--- config.mk ---
export PLATFORM = sky130hd
export DESIGN_NAME = status_led_activity_controller_core
export DESIGN_NICKNAME = d
export VERILOG_FILES = /design/src/rtl/slac_pkg.sv /design/src/rtl/slac_input_reg.sv /design/src/rtl/slac_led_state.sv /design/src/rtl/status_led_activity_controller_core.sv
export SDC_FILE = /design/constraint.sdc
export NUM_CORES = 1
export LEC_CHECK = 0
export ABC_AREA = 1
export BUFFER_PORTS_ARGS = -buffer_cell sky130_fd_sc_hd__buf_2
export CAP_MARGIN = 20
export CORE_UTILIZATION = 30
export CTS_CLUSTER_DIAMETER = 60
export DETAILED_ROUTE_END_ITERATION = 6
export PLACE_DENSITY = 0.46
export SKIP_LAST_GASP = 1
export SLEW_MARGIN = 25
export SYNTH_ARGS = -nofsm -noshare
export SYNTH_HDL_FRONTEND = slang
export SYNTH_SLANG_ARGS = --single-unit
--- constraint.sdc ---
create_clock -name clk -period 4.08 [get_ports clk]
set_input_delay 0.816 -clock clk [delete_from_list [all_inputs] [get_ports clk]]
set_output_delay 0.816 -clock clk [all_outputs]
set_load 0.03 [all_outputs]
--- src/rtl/slac_pkg.sv ---
// Package with shared types and constants for the status LED activity controller.
`default_nettype none
package slac_pkg;

    localparam int unsigned HOLD_W = 8;
    localparam logic [HOLD_W-1:0] BLINK_TICKS_RESET = 8'd10;

    typedef enum logic [2:0] {
        OP_TICK   = 3'd0,
        OP_LINK   = 3'd1,
        OP_ADDR   = 3'd2,
        OP_NET    = 3'd3,
        OP_SERIAL = 3'd4,
        OP_ERROR  = 3'd5
    } opcode_t;

    // One registered event on its way from the input stage to the update logic.
    typedef struct packed {
        logic [2:0] opcode;
        logic       new_state;
    } event_t;

    // The three active-low pin levels.
    typedef struct packed {
        logic serial_pin;
        logic net_pin;
        logic error_pin;
    } pins_t;

endpackage
`default_nettype wire

--- src/rtl/slac_input_reg.sv ---
// Input register stage holding one event transaction.
`default_nettype none
module slac_input_reg (
    input  wire logic             clk,
    input  wire logic             rst_n,
    input  wire logic             in_valid,
    output logic                  in_stall,
    input  wire logic [2:0]       opcode,
    input  wire logic             new_state,
    input  wire logic             advance,
    output logic                  evt_valid,
    output slac_pkg::event_t      evt
);

    logic             valid_reg;
    logic             valid_next;
    slac_pkg::event_t evt_reg;
    logic             load;

    // The stage can take a new transaction when it is empty or its event moves on.
    assign in_stall   = valid_reg && !advance;
    assign load       = in_valid && !in_stall;
    assign valid_next = load || (valid_reg && !advance);

    always_ff @(posedge clk or negedge rst_n)
    begin
        if (!rst_n)
        begin
            valid_reg <= 1'b0;
        end
        else
        begin
            valid_reg <= valid_next;
        end
    end

    always_ff @(posedge clk)
    begin
        if (load)
        begin
            evt_reg.opcode    <= opcode;
            evt_reg.new_state <= new_state;
        end
    end

    assign evt_valid = valid_reg;
    assign evt       = evt_reg;

endmodule
`default_nettype wire

--- src/rtl/slac_led_state.sv ---
// LED state registers, hold counters and the per-event update logic.
`default_nettype none
module slac_led_state (
    input  wire logic                        clk,
    input  wire logic                        rst_n,
    input  wire logic                        cfg_write_en,
    input  wire logic [slac_pkg::HOLD_W-1:0] cfg_write_data,
    input  wire logic                        advance,
    input  wire slac_pkg::event_t            evt,
    output slac_pkg::pins_t                  pins_next
);

    logic [slac_pkg::HOLD_W-1:0] blink_ticks_reg;
    logic [slac_pkg::HOLD_W-1:0] serial_hold_reg, serial_hold_next;
    logic [slac_pkg::HOLD_W-1:0] net_hold_reg, net_hold_next;
    logic [slac_pkg::HOLD_W-1:0] error_hold_reg, error_hold_next;
    logic                        link_down_reg, link_down_next;
    logic                        address_ready_reg, address_ready_next;
    slac_pkg::pins_t             pins_reg;
    slac_pkg::pins_t             pins_upd;
    slac_pkg::opcode_t           op;

    assign op = slac_pkg::opcode_t'(evt.opcode);

    always_comb
    begin
        serial_hold_next   = serial_hold_reg;
        net_hold_next      = net_hold_reg;
        error_hold_next    = error_hold_reg;
        link_down_next     = link_down_reg;
        address_ready_next = address_ready_reg;
        pins_upd           = pins_reg;
        unique case (op)
            slac_pkg::OP_TICK:
            begin
                if (serial_hold_reg == '0)
                begin
                    pins_upd.serial_pin = 1'b1;
                end
                else
                begin
                    serial_hold_next = serial_hold_reg - 1'b1;
                end
                if (link_down_reg)
                begin
                    // No link: network dark, error lit, other counters frozen.
                    pins_upd.net_pin   = 1'b1;
                    pins_upd.error_pin = 1'b0;
                end
                else
                begin
                    if (net_hold_reg == '0)
                    begin
                        pins_upd.net_pin = !address_ready_reg;
                    end
                    else
                    begin
                        net_hold_next = net_hold_reg - 1'b1;
                    end
                    if (error_hold_reg == '0)
                    begin
                        pins_upd.error_pin = 1'b1;
                    end
                    else
                    begin
                        // An error indication blanks the other two LEDs.
                        error_hold_next     = error_hold_reg - 1'b1;
                        pins_upd.serial_pin = 1'b1;
                        pins_upd.net_pin    = 1'b1;
                    end
                end
            end
            slac_pkg::OP_LINK:
            begin
                link_down_next = !evt.new_state;
            end
            slac_pkg::OP_ADDR:
            begin
                address_ready_next = evt.new_state;
            end
            slac_pkg::OP_NET:
            begin
                net_hold_next    = blink_ticks_reg;
                pins_upd.net_pin = !pins_reg.net_pin;
            end
            slac_pkg::OP_SERIAL:
            begin
                serial_hold_next    = blink_ticks_reg;
                pins_upd.serial_pin = !pins_reg.serial_pin;
            end
            slac_pkg::OP_ERROR:
            begin
                error_hold_next     = blink_ticks_reg;
                pins_upd.error_pin  = 1'b0;
                pins_upd.serial_pin = 1'b1;
                pins_upd.net_pin    = 1'b1;
            end
            default:
            begin
                // Unused opcodes leave the state alone.
            end
        endcase
    end

    always_ff @(posedge clk or negedge rst_n)
    begin
        if (!rst_n)
        begin
            blink_ticks_reg   <= slac_pkg::BLINK_TICKS_RESET;
            serial_hold_reg   <= '0;
            net_hold_reg      <= '0;
            error_hold_reg    <= '0;
            link_down_reg     <= 1'b1;
            address_ready_reg <= 1'b0;
            pins_reg          <= '1;
        end
        else
        begin
            if (cfg_write_en)
            begin
                blink_ticks_reg <= cfg_write_data;
            end
            if (advance)
            begin
                serial_hold_reg   <= serial_hold_next;
                net_hold_reg      <= net_hold_next;
                error_hold_reg    <= error_hold_next;
                link_down_reg     <= link_down_next;
                address_ready_reg <= address_ready_next;
                pins_reg          <= pins_upd;
            end
        end
    end

    assign pins_next = pins_upd;

endmodule
`default_nettype wire

--- src/rtl/status_led_activity_controller_core.sv ---
// Top level of the status LED activity controller: input stage, update logic, result register.
// Path: an accepted event waits in the input register, then passes through the update logic into the result register.
// Throughput: one event per cycle while the output is not stalled; the input register, the state
// update and the result register each move one transaction per clock, so the input stalls only
// when a held result is stalled and the input register is full.
// Reset: asynchronous and active low; LED state all dark, link down, counters zero, blink_ticks 10.
`default_nettype none
module status_led_activity_controller_core (
    input  wire logic       clk,
    input  wire logic       rst_n,
    input  wire logic       cfg_write_en,
    input  wire logic [7:0] cfg_write_data,
    input  wire logic       in_valid,
    output logic            in_stall,
    input  wire logic [2:0] opcode,
    input  wire logic       new_state,
    output logic            out_valid,
    input  wire logic       out_stall,
    output logic            serial_led_pin,
    output logic            net_led_pin,
    output logic            error_led_pin
);

    logic             evt_valid;
    slac_pkg::event_t evt;
    slac_pkg::pins_t  pins_next;
    slac_pkg::pins_t  pins_out_reg;
    logic             out_valid_reg;
    logic             out_valid_next;
    logic             advance;

    // An event is applied to the state in the same cycle it moves into the result
    // register, which happens whenever that register is empty or being drained.
    // This keeps state updates in exact transaction order and one per result.
    assign advance        = evt_valid && (!out_valid_reg || !out_stall);
    assign out_valid_next = advance || (out_valid_reg && out_stall);

    slac_input_reg u_input_reg (
        .clk       (clk),
        .rst_n     (rst_n),
        .in_valid  (in_valid),
        .in_stall  (in_stall),
        .opcode    (opcode),
        .new_state (new_state),
        .advance   (advance),
        .evt_valid (evt_valid),
        .evt       (evt)
    );

    // The configuration register lives with the counters it reloads. The user must write it only
    // while no transaction is in flight; the block itself does not enforce this.
    slac_led_state u_led_state (
        .clk            (clk),
        .rst_n          (rst_n),
        .cfg_write_en   (cfg_write_en),
        .cfg_write_data (cfg_write_data),
        .advance        (advance),
        .evt            (evt),
        .pins_next      (pins_next)
    );

    always_ff @(posedge clk or negedge rst_n)
    begin
        if (!rst_n)
        begin
            out_valid_reg <= 1'b0;
        end
        else
        begin
            out_valid_reg <= out_valid_next;
        end
    end

    // The result register holds the pin levels reported for each event.
    always_ff @(posedge clk)
    begin
        if (advance)
        begin
            pins_out_reg <= pins_next;
        end
    end

    assign out_valid      = out_valid_reg;
    assign serial_led_pin = pins_out_reg.serial_pin;
    assign net_led_pin    = pins_out_reg.net_pin;
    assign error_led_pin  = pins_out_reg.error_pin;

endmodule
`default_nettype wire

[Yosys cells after proc, flatten, opt, wreduce, memory -nomap -nowiden]
Index checks and enable logic that the tools add are counted.
Word-level totals
  flip-flop bits (word level): 46
  input bits: 17
  word-level logic and storage cells: 72
Cells by class
  add/subtract/negate cells: 3
  equality and inequality tests: 9
  multiplexer cells: 17
  reduce and logical (&&, ||, !) cells: 27
Operators by type and width (count)
  $pmux W8 S2: 3
  $mux W8: 5
  $logic_not A8 Y1: 3
  $sub A8 B1 Y8 const B: 3
  $logic_not A1 Y1: 8
  $ne A2 B2 Y1 const B: 4
  $reduce_and A4 Y1: 2
  $eq A3 B2 Y1 const B: 2
  $eq A3 B3 Y1 const B: 2
  $pmux W1 S3: 2
  $reduce_bool A2 Y1: 3
  $logic_and A1 B1 Y1: 4
  $mux W1: 4
  $mux W2: 2
  $reduce_and A2 Y1: 2
  $eq A3 B1 Y1 const B: 1
  $logic_not A3 Y1: 1
  $logic_or A1 B1 Y1: 3
  $reduce_and A3 Y1: 1
  $pmux W1 S2: 1

[Logic depth before layout (Yosys ltp)]
Gate-level depths: netlist (run 1).
  depth after elaboration: 8
  mapped depth: 11
  depth with buffers taken out: 10

[Hierarchy]
Synthesis (run 1) repeated with hierarchy kept, for this count alone.
Unflattened totals
  cells, all modules: 339
  area total of the unflattened synthesis: 2608.8 µm²
Modules (own cells, without submodules)
  slac_led_state: instances 1, cells each 320, area each 2296.0 µm²
  slac_input_reg: instances 1, cells each 11, area each 177.7 µm²
  status_led_activity_controller_core: instances 1, cells each 8, area each 135.1 µm²

[Least setup slack after synthesis (run 1)]
No wires, ideal clock.
  path type: input-to-output
  start point: input port out_stall
  end point: output port in_stall
  arrival: 1.313 ns
  slack: 1.951 ns
  stages on the path: 2
  path buffers: 0
  cell sequence: nand2_1 > nor2_1
On the way
  word-level cells in the longest chain between the ends: 5
Ends and longest elaborated chain
  start: declaration: line status_led_activity_controller_core.sv:18  | input wire logic out_stall,
  $logic_not A1 Y1: line status_led_activity_controller_core.sv:35  | assign advance = evt_valid && (!out_valid_reg || !out_stall);
  $logic_or A1 B1 Y1: line status_led_activity_controller_core.sv:35
  $logic_and A1 B1 Y1: line status_led_activity_controller_core.sv:35
  $logic_not A1 Y1: line slac_input_reg.sv:21  | assign in_stall = valid_reg && !advance;
  $logic_and A1 B1 Y1: line slac_input_reg.sv:21
  end: declaration: line status_led_activity_controller_core.sv:14  | output logic in_stall,
No other way between the ends.

[Final worst setup path (run 1)]
Same ends and word-level chain as after synthesis.

==> results.json, run 1 <==
{
  "outcome": "finished, final reports clean",
  "synth_common_cells": "nand2_1 (75), o21ai_0 (46), inv_1 (37), dfrtp_1 (33), nor2_1 (32)",
  "rsz0062_at_grt": "no",
  "grt_first_pass_wirelength_um": 9356,
  "max-clock-path-buffers": 2,
  "grt.total_usage": 0.1397,
  "power_density_nw_per_um2": 572.7,
  "netSwitchingFraction": 0.3969,
  "synth_top_family_by_area": "simple AND/OR/NAND/NOR gates",
  "clock_latency_ns": 0.30,
  "place_hpwl_um": 4111,
  "setup_viol_count_final": 0,
  "min_period_over_period": 0.5226,
  "worstPathMaxFanout": 3,
  "port_buffers": 21,
  "ys_ff_latch": 46,
  "die_y_um": 93.99,
  "utilization": 0.3422,
  "fin_nets": 364,
  "fin_skew_ns": 0.006809,
  "wl_per_cell_um": 12.49,
  "synth_top_area_share": 0.3253,
  "start_kind": "input port",
  "antenna_found_initial": 0,
  "relSlewSlack": 0.6476,
  "finalHoldViolCount": 0,
  "core_area_um2": 8217,
  "cts_max_level": 2,
  "synth_top_area_cell": "dfrtp_1",
  "drive_gt1_frac": 0.1512,
  "multi_input_area_um2": 1142,
  "cts_sinks": 46,
  "first_pass_iters": 6,
  "clkPwrFrac": 0.170,
  "cts.hold.buffers_added": 0,
  "worst_ep_arrival_time_ns": 1.32,
  "synthMuxAreaShare": 0.004436,
  "hp-class": "reg2reg",
  "ys_top_cells_by_area": "dfrtp_1 (33%), nand2_1 (11%), o21ai_0 (9.1%)",
  "synth_xor_area_frac": 0.02070,
  "whs_ns": 0.4331,
  "async_flop_share": 0.8478,
  "setup_tns_ns": 0,
  "drc": 0,
  "synth_most_common_cell": "nand2_1",
  "min_period_ns": 2.132,
  "synth-simple-area-share": 0.2440,
  "antenna_cells": 0,
  "gr-total-overflow": 0,
  "end_kind": "output pin",
  "ys.flop_type": "dfrtp_1",
  "grt_max_degree": 40,
  "netlist_instances": 322,
  "leakagePower_nw": 1.276,
  "wl_um": 5610,
  "worst_slew_pin_slew_ns": 0.5286,
  "ir_worst_vdd_uv": 210.3,
  "syn_nets": 343,
  "clk_pin_slew_ns": 0.08,
  "synth_edf_count": 7,
  "p_seq_frac": 0.448,
  "combPwrFrac": 0.382,
  "post_cts_buffers": 0,
  "critPathKind": "in2out",
  "cts_buffers": 5,
  "nFillCells": 881,
  "drv_cap": 0,
  "dieWidth_um": 93.99,
  "initial_core_util": 0.3090,
  "p_int_mw": 0.9711,
  "yosysSeqAreaShare": 0.4702,
  "regArea_um2": 1194,
  "syn_area_per_cell_um2": 7.884,
  "num_vias": 2074,
  "synthAdderAreaFrac": 0.01971,
  "critPathRequiredTime_ns": 3.26,
  "synth.yosys.warnings": 0,
  "syn_to_final_growth_pct": 10.74,
  "post_synth_num_cell_types": 35,
  "postRouteAntennaNets": 0,
  "grt_pass1_vias": 1928,
  "slew_violations": 0,
  "ios": 22,
  "fmax_mhz": 469.0,
  "rows": 33,
  "drt-initial-drc-count": 105,
  "p_switching_mw": 0.6391,
  "cts.repair.resized": 0,
  "place.gp.congestion": 0.7507,
  "routed_via_density": 4.619,
  "synth_compound_area_frac": 0.1612,
  "netlist_area_um2": 2539,
  "die_area_um2": 8834,
  "cts_tree": "yes",
  "root_buffer": "clkbuf_8"
}
==> power groups by stage <==
stage / Combinational, mW / Clock (mW) / Sequential [mW]
3_3_place_gp: 0.611 / 0 / 0.731
3_5_place_dp: 0.618 / 0 / 0.729
4_1_cts: 0.620 / 0.284 / 0.722
5_1_grt: 0.724 / 0.298 / 0.743
2_1_floorplan: 0.489 / 0 / 0.710
6_report: 0.616 / 0.273 / 0.721
==> through the flow <==
step | area (um2) | setup WS (ns) | std cells | power [mW]
5_1_grt | 2811 | 1.895 | 449 | 1.765
6_report | 2811 | 1.948 | 449 | 1.610
3_3_place_gp | 2729 | 1.948 | 441 | 1.341
2_1_floorplan | 2539 | 1.951 | 322 | 1.199
3_5_place_dp | 2729 | 1.836 | 441 | 1.347
4_1_cts | 2809 | 1.942 | 449 | 1.626
==> placed cells by master (no fill, tap or decap), drive strengths merged, types with 8 or more instances in the layout <==
cell type	n
o21ai	54
nand2	80
inv	41
dfrtp	33
buf	21
a21oi	12
nor2	36
nor3	9
nand3	13
clkbuf	8
==> cell families (layout without fill, tap and decap cells) <==
logic type	count (synthesis)	after routing
and+or+nand+nor	144	144
AOI/OAI and AO/OA	73	73
buffers and inverters	48	70
DFF	46	46
xor gates and xnor gates	6	6
adders and majority gates	4	4
muxes	1	1
==> metal layers <==
layer  up-vias  wire length (um)  global-route usage  share of wire
met5         -                 0                   0              0
met4         0                85             0.04872          0.015
met3        10               198             0.02832          0.035
met2        29              2471              0.2117           0.44
met1       954              2855              0.1964           0.51
li1       1081                 -                   -              -
==> critical path: stages <==
cell     delay (ns)
buf_2          0.11
nand2_1        0.08
nor2_1         0.11
buf_2          0.20
==> final cells by class <==
cell class	count	area share
Sequential cell	46	0.4246
Inverter	41	0.05563
Tap cell	105	0.04673
Timing Repair Buffer	21	0.03827
Clock buffer	8	0.02848
Multi-Input combinational cell	228	0.4063
==> path summary, 6_finish.rpt <==
check / cells after the start / slack, ns / to / startpoint
worst min-delay path: 1 / 0.43 / u_led_state.link_down_reg$_DFFE_PN1P_ / u_input_reg.evt[0]$_DFFE_PP_
worst max-delay path: 4 / 1.95 / in_stall / out_stall
max in group asynchronous: 1 / 3.21 / u_led_state.blink_ticks_reg[3]$_DFFE_PN1P_ / rst_n
worst max register to register: 9 / 2.25 / u_led_state.error_hold_reg[3]$_DFFE_PN0P_ / u_input_reg.evt[2]$_DFFE_PP_
worst min register to register: 1 / 0.43 / u_led_state.link_down_reg$_DFFE_PN1P_ / u_input_reg.evt[0]$_DFFE_PP_
min in group asynchronous: 1 / 0.49 / u_led_state.address_ready_reg$_DFFE_PN0P_ / rst_n
(Power assumes the default switching activity.)
==> run 2, diff against run 1 <==
==> constraint.sdc (replaced) <==
create_clock -name clk -period 2.2 [get_ports clk]
set_input_delay 0.44 -clock clk [delete_from_list [all_inputs] [get_ports clk]]
set_output_delay 0.44 -clock clk [all_outputs]
set_load 0.03 [all_outputs]
==> run 2 against run 1 <==
  * Sequential cell count unchanged
  * Utilization increased by 0.62 points
  * Clock power increased by 120%
  * Clock-buffer cell count decreased by 2
  * Total power increased by 91%
  * Global-route usage increased by 0.44 points
  * Register-to-register slack got worse by 1.7 ns
  * Critical path type is now reg2reg
  * Highest routed layer unchanged
==> results.json, run 2 (synthesis gave the netlist of run 1 again) <==
{
  "crit_path_max_incr_delay_ns": 0.50,
  "place_area_um2": 2759,
  "power_density_nw_per_um2": 1076,
  "path_depth": 8,
  "relSlewSlack": 0.6443,
  "post_cts_buffers": 0,
  "critPathKind": "reg2reg",
  "dieWidth_um": 93.99,
  "max-clock-path-buffers": 2,
  "ios": 22,
  "drive_gt1_frac": 0.1695,
  "hp-class": "in2async",
  "wl_per_cell_um": 12.50,
  "layout_common_cells": "nand2_1 (75), o21ai_0 (46), inv_1 (37)",
  "cts.repair.resized": 0,
  "whs_ns": 0.1979,
  "cts_max_level": 2,
  "crit_top_cell": "nand2_1",
  "postRouteAntennaNets": 0,
  "initial_core_util": 0.3090,
  "endpoint": "u_led_state.net_hold_reg[5]$_DFFE_PN0P_",
  "cp-startpoint": "u_input_reg.evt[1]$_DFFE_PP_",
  "grt_max_degree": 40,
  "cp_slowest_cell": "edfxtp_1",
  "grt_first_pass_wirelength_um": 9701,
  "cts_tree": "yes",
  "utilization": 0.3484,
  "start_kind": "register",
  "drc": 0,
  "clk_pin_slew_ns": 0.10,
  "worstPathMaxFanout": 16,
  "fin_nets": 368,
  "min_period_ns": 1.675,
  "num_vias": 2122,
  "worst_slew_pin_slew_ns": 0.5335,
  "rsz0062_at_grt": "no",
  "final_common_cell": "nand2_1",
  "gr-total-overflow": 0,
  "syn_to_final_growth_pct": 12.77,
  "antenna_found_initial": 0,
  "cts.hold.buffers_added": 0,
  "worst_ep_arrival_time_ns": 1.88,
  "final_area_um2": 2863,
  "end_kind": "register",
  "setup_tns_ns": 0,
  "drv_cap": 0,
  "place.gp.congestion": 0.7334,
  "clock_latency_ns": 0.30,
  "rows": 33,
  "dp.cells": 445,
  "final_cells": 453,
  "setup_viol_count_final": 0,
  "min_period_over_period": 0.7615,
  "rr_worst_depth": 8,
  "drt-initial-drc-count": 76,
  "grt.total_usage": 0.1441,
  "critPathRequiredTime_ns": 2.40,
  "outcome": "finished, final reports clean",
  "slew_violations": 0,
  "fmax_mhz": 596.9,
  "wl_um": 5662,
  "fin_skew_ns": 0.01232,
  "first_pass_iters": 4,
  "ir_worst_vdd_uv": 342.8,
  "die_y_um": 93.99,
  "root_buffer": "clkbuf_8",
  "power_mw": 3.082,
  "cts_sinks": 46,
  "die_area_um2": 8834,
  "antenna_cells": 0,
  "fin_ws_ns": 0.5247,
  "rrSetupSlack_ns": 0.52,
  "finalHoldViolCount": 0,
  "core_area_um2": 8217,
  "r2r-end": "u_led_state.net_hold_reg[5]$_DFFE_PN0P_",
  "grt_pass1_vias": 1999,
  "cts_buffers": 5,
  "r2r_start": "u_input_reg.evt[1]$_DFFE_PP_",
  "path_delay_family": "compound AO/OA/AOI/OAI gates",
  "worst-path-buf-inv": 1,
  "port_buffers": 21,
  "place_hpwl_um": 4162,
  "routed_via_density": 4.684,
  "place_ws_ns": 0.4561,
  "leakagePower_nw": 1.311,
  "worstPathCellList": "nor2_2, nand2_2, inv_4, o21ai_1, a21oi_4, o21ai_0, nand2_1, nand2_1"
}
-- run 2: area by class of cell --
type / count / area (um2)
Clock inverter: 2 / 10.01
Clock buffer: 6 / 93.84
Multi-Input combinational cell: 228 / 1142
Tap cell: 105 / 131.4
Sequential cell: 46 / 1194
Inverter: 41 / 156.4
Fill cell: 882 / 5354
Timing Repair Buffer: 25 / 135.1
-- run 2: power by group --
part	leakage (nW)	switching [mW]	internal (mW)	total, mW
Clock	0.0561	0.306	0.290	0.595
Combinational	0.719	0.698	0.443	1.14
Sequential	0.535	0.210	1.14	1.35
Total	1.31	1.21	1.87	3.08
-- run 2: worst min-delay path by stage --
stage                                       from                                         end  slack [ns]  cells after the start
finish                                     rst_n  u_led_state.blink_ticks_reg[4]$_DFFE_PN0P_        0.20                      2
global route                               rst_n  u_led_state.serial_hold_reg[0]$_DFFE_PN0P_        0.24                      2
CTS                                        rst_n     u_led_state.net_hold_reg[7]$_DFFE_PN0P_        0.21                      2
detailed placement  u_input_reg.evt[0]$_DFFE_PP_       u_led_state.link_down_reg$_DFFE_PN1P_        0.45                      1
global placement    u_input_reg.evt[0]$_DFFE_PP_       u_led_state.link_down_reg$_DFFE_PN1P_        0.44                      1
floorplan                                  rst_n                         out_valid$_DFF_PN0_        0.14                      0
-- run 2: layer usage --
layer  global-route usage  share of wire  wire length [um]  vias up
met5                    0              0                 0        -
met4              0.04615          0.011                61        0
met3              0.02670          0.026               150        5
met2               0.2196           0.44              2487       32
met1               0.2045           0.52              2963      992
li1                     -              -                 -     1093
-- run 2: worst register-to-register path, cell delays in order (launching register included) --
cell and delay, ns:
edfxtp_1 0.50, nor2_2 0.16, nand2_2 0.09, inv_4 0.10, o21ai_1 0.10, a21oi_4 0.36, o21ai_0 0.16, nand2_1 0.08
nand2_1 0.05
==> run 3, diff against run 2 <==
==> constraint.sdc (replaced) <==
create_clock -name clk -period 1.7 [get_ports clk]
set_input_delay 0.34 -clock clk [delete_from_list [all_inputs] [get_ports clk]]
set_output_delay 0.34 -clock clk [all_outputs]
set_load 0.03 [all_outputs]
==> run 3 against run 2 <==
  * Sequential share of layout area decreased by 1.6 points
  * Sequential power grew 29%
  * Global-route usage up 0.14 points
  * Combinational power is 38% higher
  * Critical path depth down 1
  * Hold slack better by 0.013 ns
  * Register-to-register slack got worse by 0.39 ns
  * Cell count is 2.6% higher
  * Via count is the same
  * Routed wire length grew 0.88%
  * Clock power increased by 8.2%
  * Non-clock buffer count up 12
  * Critical path type unchanged
  * Largest power group unchanged
  * Highest routed layer unchanged
==> results.json, run 3 (synthesis gave the netlist of run 1 again) <==
{
  "outcome": "finished, final reports clean",
  "grt_util_met1": 0.2118,
  "place_hpwl_um": 4342,
  "core_area_um2": 8217,
  "whs_ns": 0.2112,
  "grt_max_degree": 25,
  "dieWidth_um": 93.99,
  "drt-initial-drc-count": 95,
  "drc": 0,
  "clk_pin_slew_ns": 0.09,
  "p_switching_mw": 1.579,
  "rsz0062_at_grt": "yes",
  "fmax_mhz": 639.3,
  "worst_ep_arrival_time_ns": 1.61,
  "ios": 22,
  "netSwitchingFraction": 0.3996,
  "clkPwrFrac": 0.163,
  "cts_buffers": 5,
  "fin_skew_ns": 0.01221,
  "met2_usage": 0.2178,
  "power_mw": 3.952,
  "worstPathMaxFanout": 5,
  "max-clock-path-buffers": 2,
  "start_kind": "register",
  "antenna_found_initial": 0,
  "utilization": 0.3621,
  "clock_latency_ns": 0.30,
  "min_period_over_period": 0.9201,
  "relSlewSlack": 0.7157,
  "layout_common_cells": "nand2_1 (73), o21ai_0 (46), inv_1 (37)",
  "fin_nets": 380,
  "grt_pass1_vias": 2041,
  "critPathRequiredTime_ns": 1.75,
  "hp-class": "in2reg",
  "cts_sinks": 46,
  "power_density_nw_per_um2": 1328,
  "grt_first_pass_wirelength_um": 9853,
  "combPwrFrac": 0.398,
  "setup_viol_count_final": 0,
  "min_period_ns": 1.564,
  "critPathKind": "reg2reg",
  "nFillCells": 870,
  "dp.cells": 453,
  "num_vias": 2122,
  "die_area_um2": 8834,
  "place_area_um2": 2831,
  "cp_slowest_cell": "dfrtp_1",
  "place.gp.congestion": 0.8061,
  "final_area_um2": 2975,
  "worstPathCellList": "inv_1, ha_1, nand2_1, nor3_1, nand3_1, nand2_1, nand3_1",
  "rows": 33,
  "worst-path-buf-inv": 1,
  "gr-total-overflow": 0,
  "worst_slew_pin_slew_ns": 0.4232,
  "leakagePower_nw": 1.362,
  "initial_core_util": 0.3090,
  "p_int_mw": 2.373,
  "drv_cap": 0,
  "root_buffer": "clkbuf_8",
  "antenna_cells": 0,
  "cts_tree": "yes",
  "die_y_um": 93.99,
  "routed_via_density": 4.563,
  "crit_path_max_incr_delay_ns": 0.39,
  "final_common_cell": "nand2_1",
  "finalHoldViolCount": 0,
  "drive_gt1_frac": 0.2028,
  "port_buffers": 21,
  "use_met3": 0.02670,
  "grt.total_usage": 0.1454,
  "grt-busiest-layer": "met2",
  "first_pass_iters": 4,
  "ir_worst_vdd_uv": 402.7,
  "postRouteAntennaNets": 0,
  "path_delay_family": "simple AND/OR/NAND/NOR gates",
  "p_seq_frac": 0.440,
  "syn_to_final_growth_pct": 17.20,
  "wl_um": 5712,
  "slew_violations": 0,
  "end_kind": "register",
  "final_cells": 465,
  "cts_max_level": 2,
  "wl_per_cell_um": 12.28
}
[run 3: cell count changes in the layout (fill, tap and decap cells not counted), moves of 2 or more]
cell | before | now
buf_4 | 4 | 13
clkinv_1 | 0 | 3
buf_12 | 0 | 2
clkinv_2 | 2 | 0
nand2_1 | 75 | 73
nand2_2 | 5 | 7
[run 3: power groups by stage]
stage / combinational, mW / sequential [mW] / clock, mW
finish: 1.57 / 1.74 / 0.644
global route: 1.84 / 1.79 / 0.723
CTS: 1.54 / 1.73 / 0.682
detailed placement: 1.54 / 1.75 / 0
global placement: 1.53 / 1.76 / 0
floorplan: 1.17 / 1.70 / 0
[run 3: worst paths after layout]
kind / start / to / slack (ns) / depth (start not counted)
max: u_led_state.error_hold_reg[1]$_DFFE_PN0P_ / net_led_pin$_DFFE_PP_ / 0.14 / 7
max in group asynchronous: rst_n / u_led_state.blink_ticks_reg[3]$_DFFE_PN1P_ / 0.65 / 3
min: opcode[2] / u_input_reg.evt[3]$_DFFE_PP_ / 0.21 / 1
max reg2reg: u_led_state.error_hold_reg[1]$_DFFE_PN0P_ / net_led_pin$_DFFE_PP_ / 0.14 / 7
min reg2reg: u_led_state.pins_reg[2]$_DFFE_PN1P_ / u_led_state.pins_reg[2]$_DFFE_PN1P_ / 0.48 / 2
min in group asynchronous: rst_n / u_led_state.address_ready_reg$_DFFE_PN0P_ / 0.49 / 2
[run 3: layout make-up]
type,count,area [um2],share of cell area
multi-input combinational,228,1161,0.3902
clock inverter,3,11.26,0.003785
inverter,41,156.4,0.05257
sequential,46,1194,0.4012
timing repair buffer,37,252.7,0.08495
tap,105,131.4,0.04415
clock buffer,5,68.82,0.02313
[run 3: repair_timing]
action | 4_1_cts | 5_1_grt
setup endpoints to repair | 0 | 15
hold buffers | 1 | 0
resized for setup | 0 | 6
setup buffers | 0 | 3
hold endpoints to repair | 13 | 0
[run 3: layer usage]
metal  up-vias  part of all wire  wire length [um]
met5         -                 0                 0
met3         2             0.027               154
li1       1119                 -                 -
met2        25              0.43              2434
met4         0            0.0075                43
met1       976              0.54              3079
[run 3: through the flow]
| step | TNS, ns | worst slack (ns) |
|---|---|---|
| final | 0 | 0.1359 |
| after global routing | -0.02253 | -0.01713 |
| after CTS | 0 | 0.01835 |
| after detailed placement | 0 | 0.03983 |
| after global placement | 0 | 0.06336 |
| after floorplan | 0 | 0.1519 |
[run 3: worst register-to-register path, cell delays in order, from the launching register on]
cell and delay, ns:
dfrtp_1 0.39, inv_1 0.08, ha_1 0.21, nand2_1 0.15
nor3_1 0.25, nand3_1 0.10, nand2_1 0.07, nand3_1 0.07
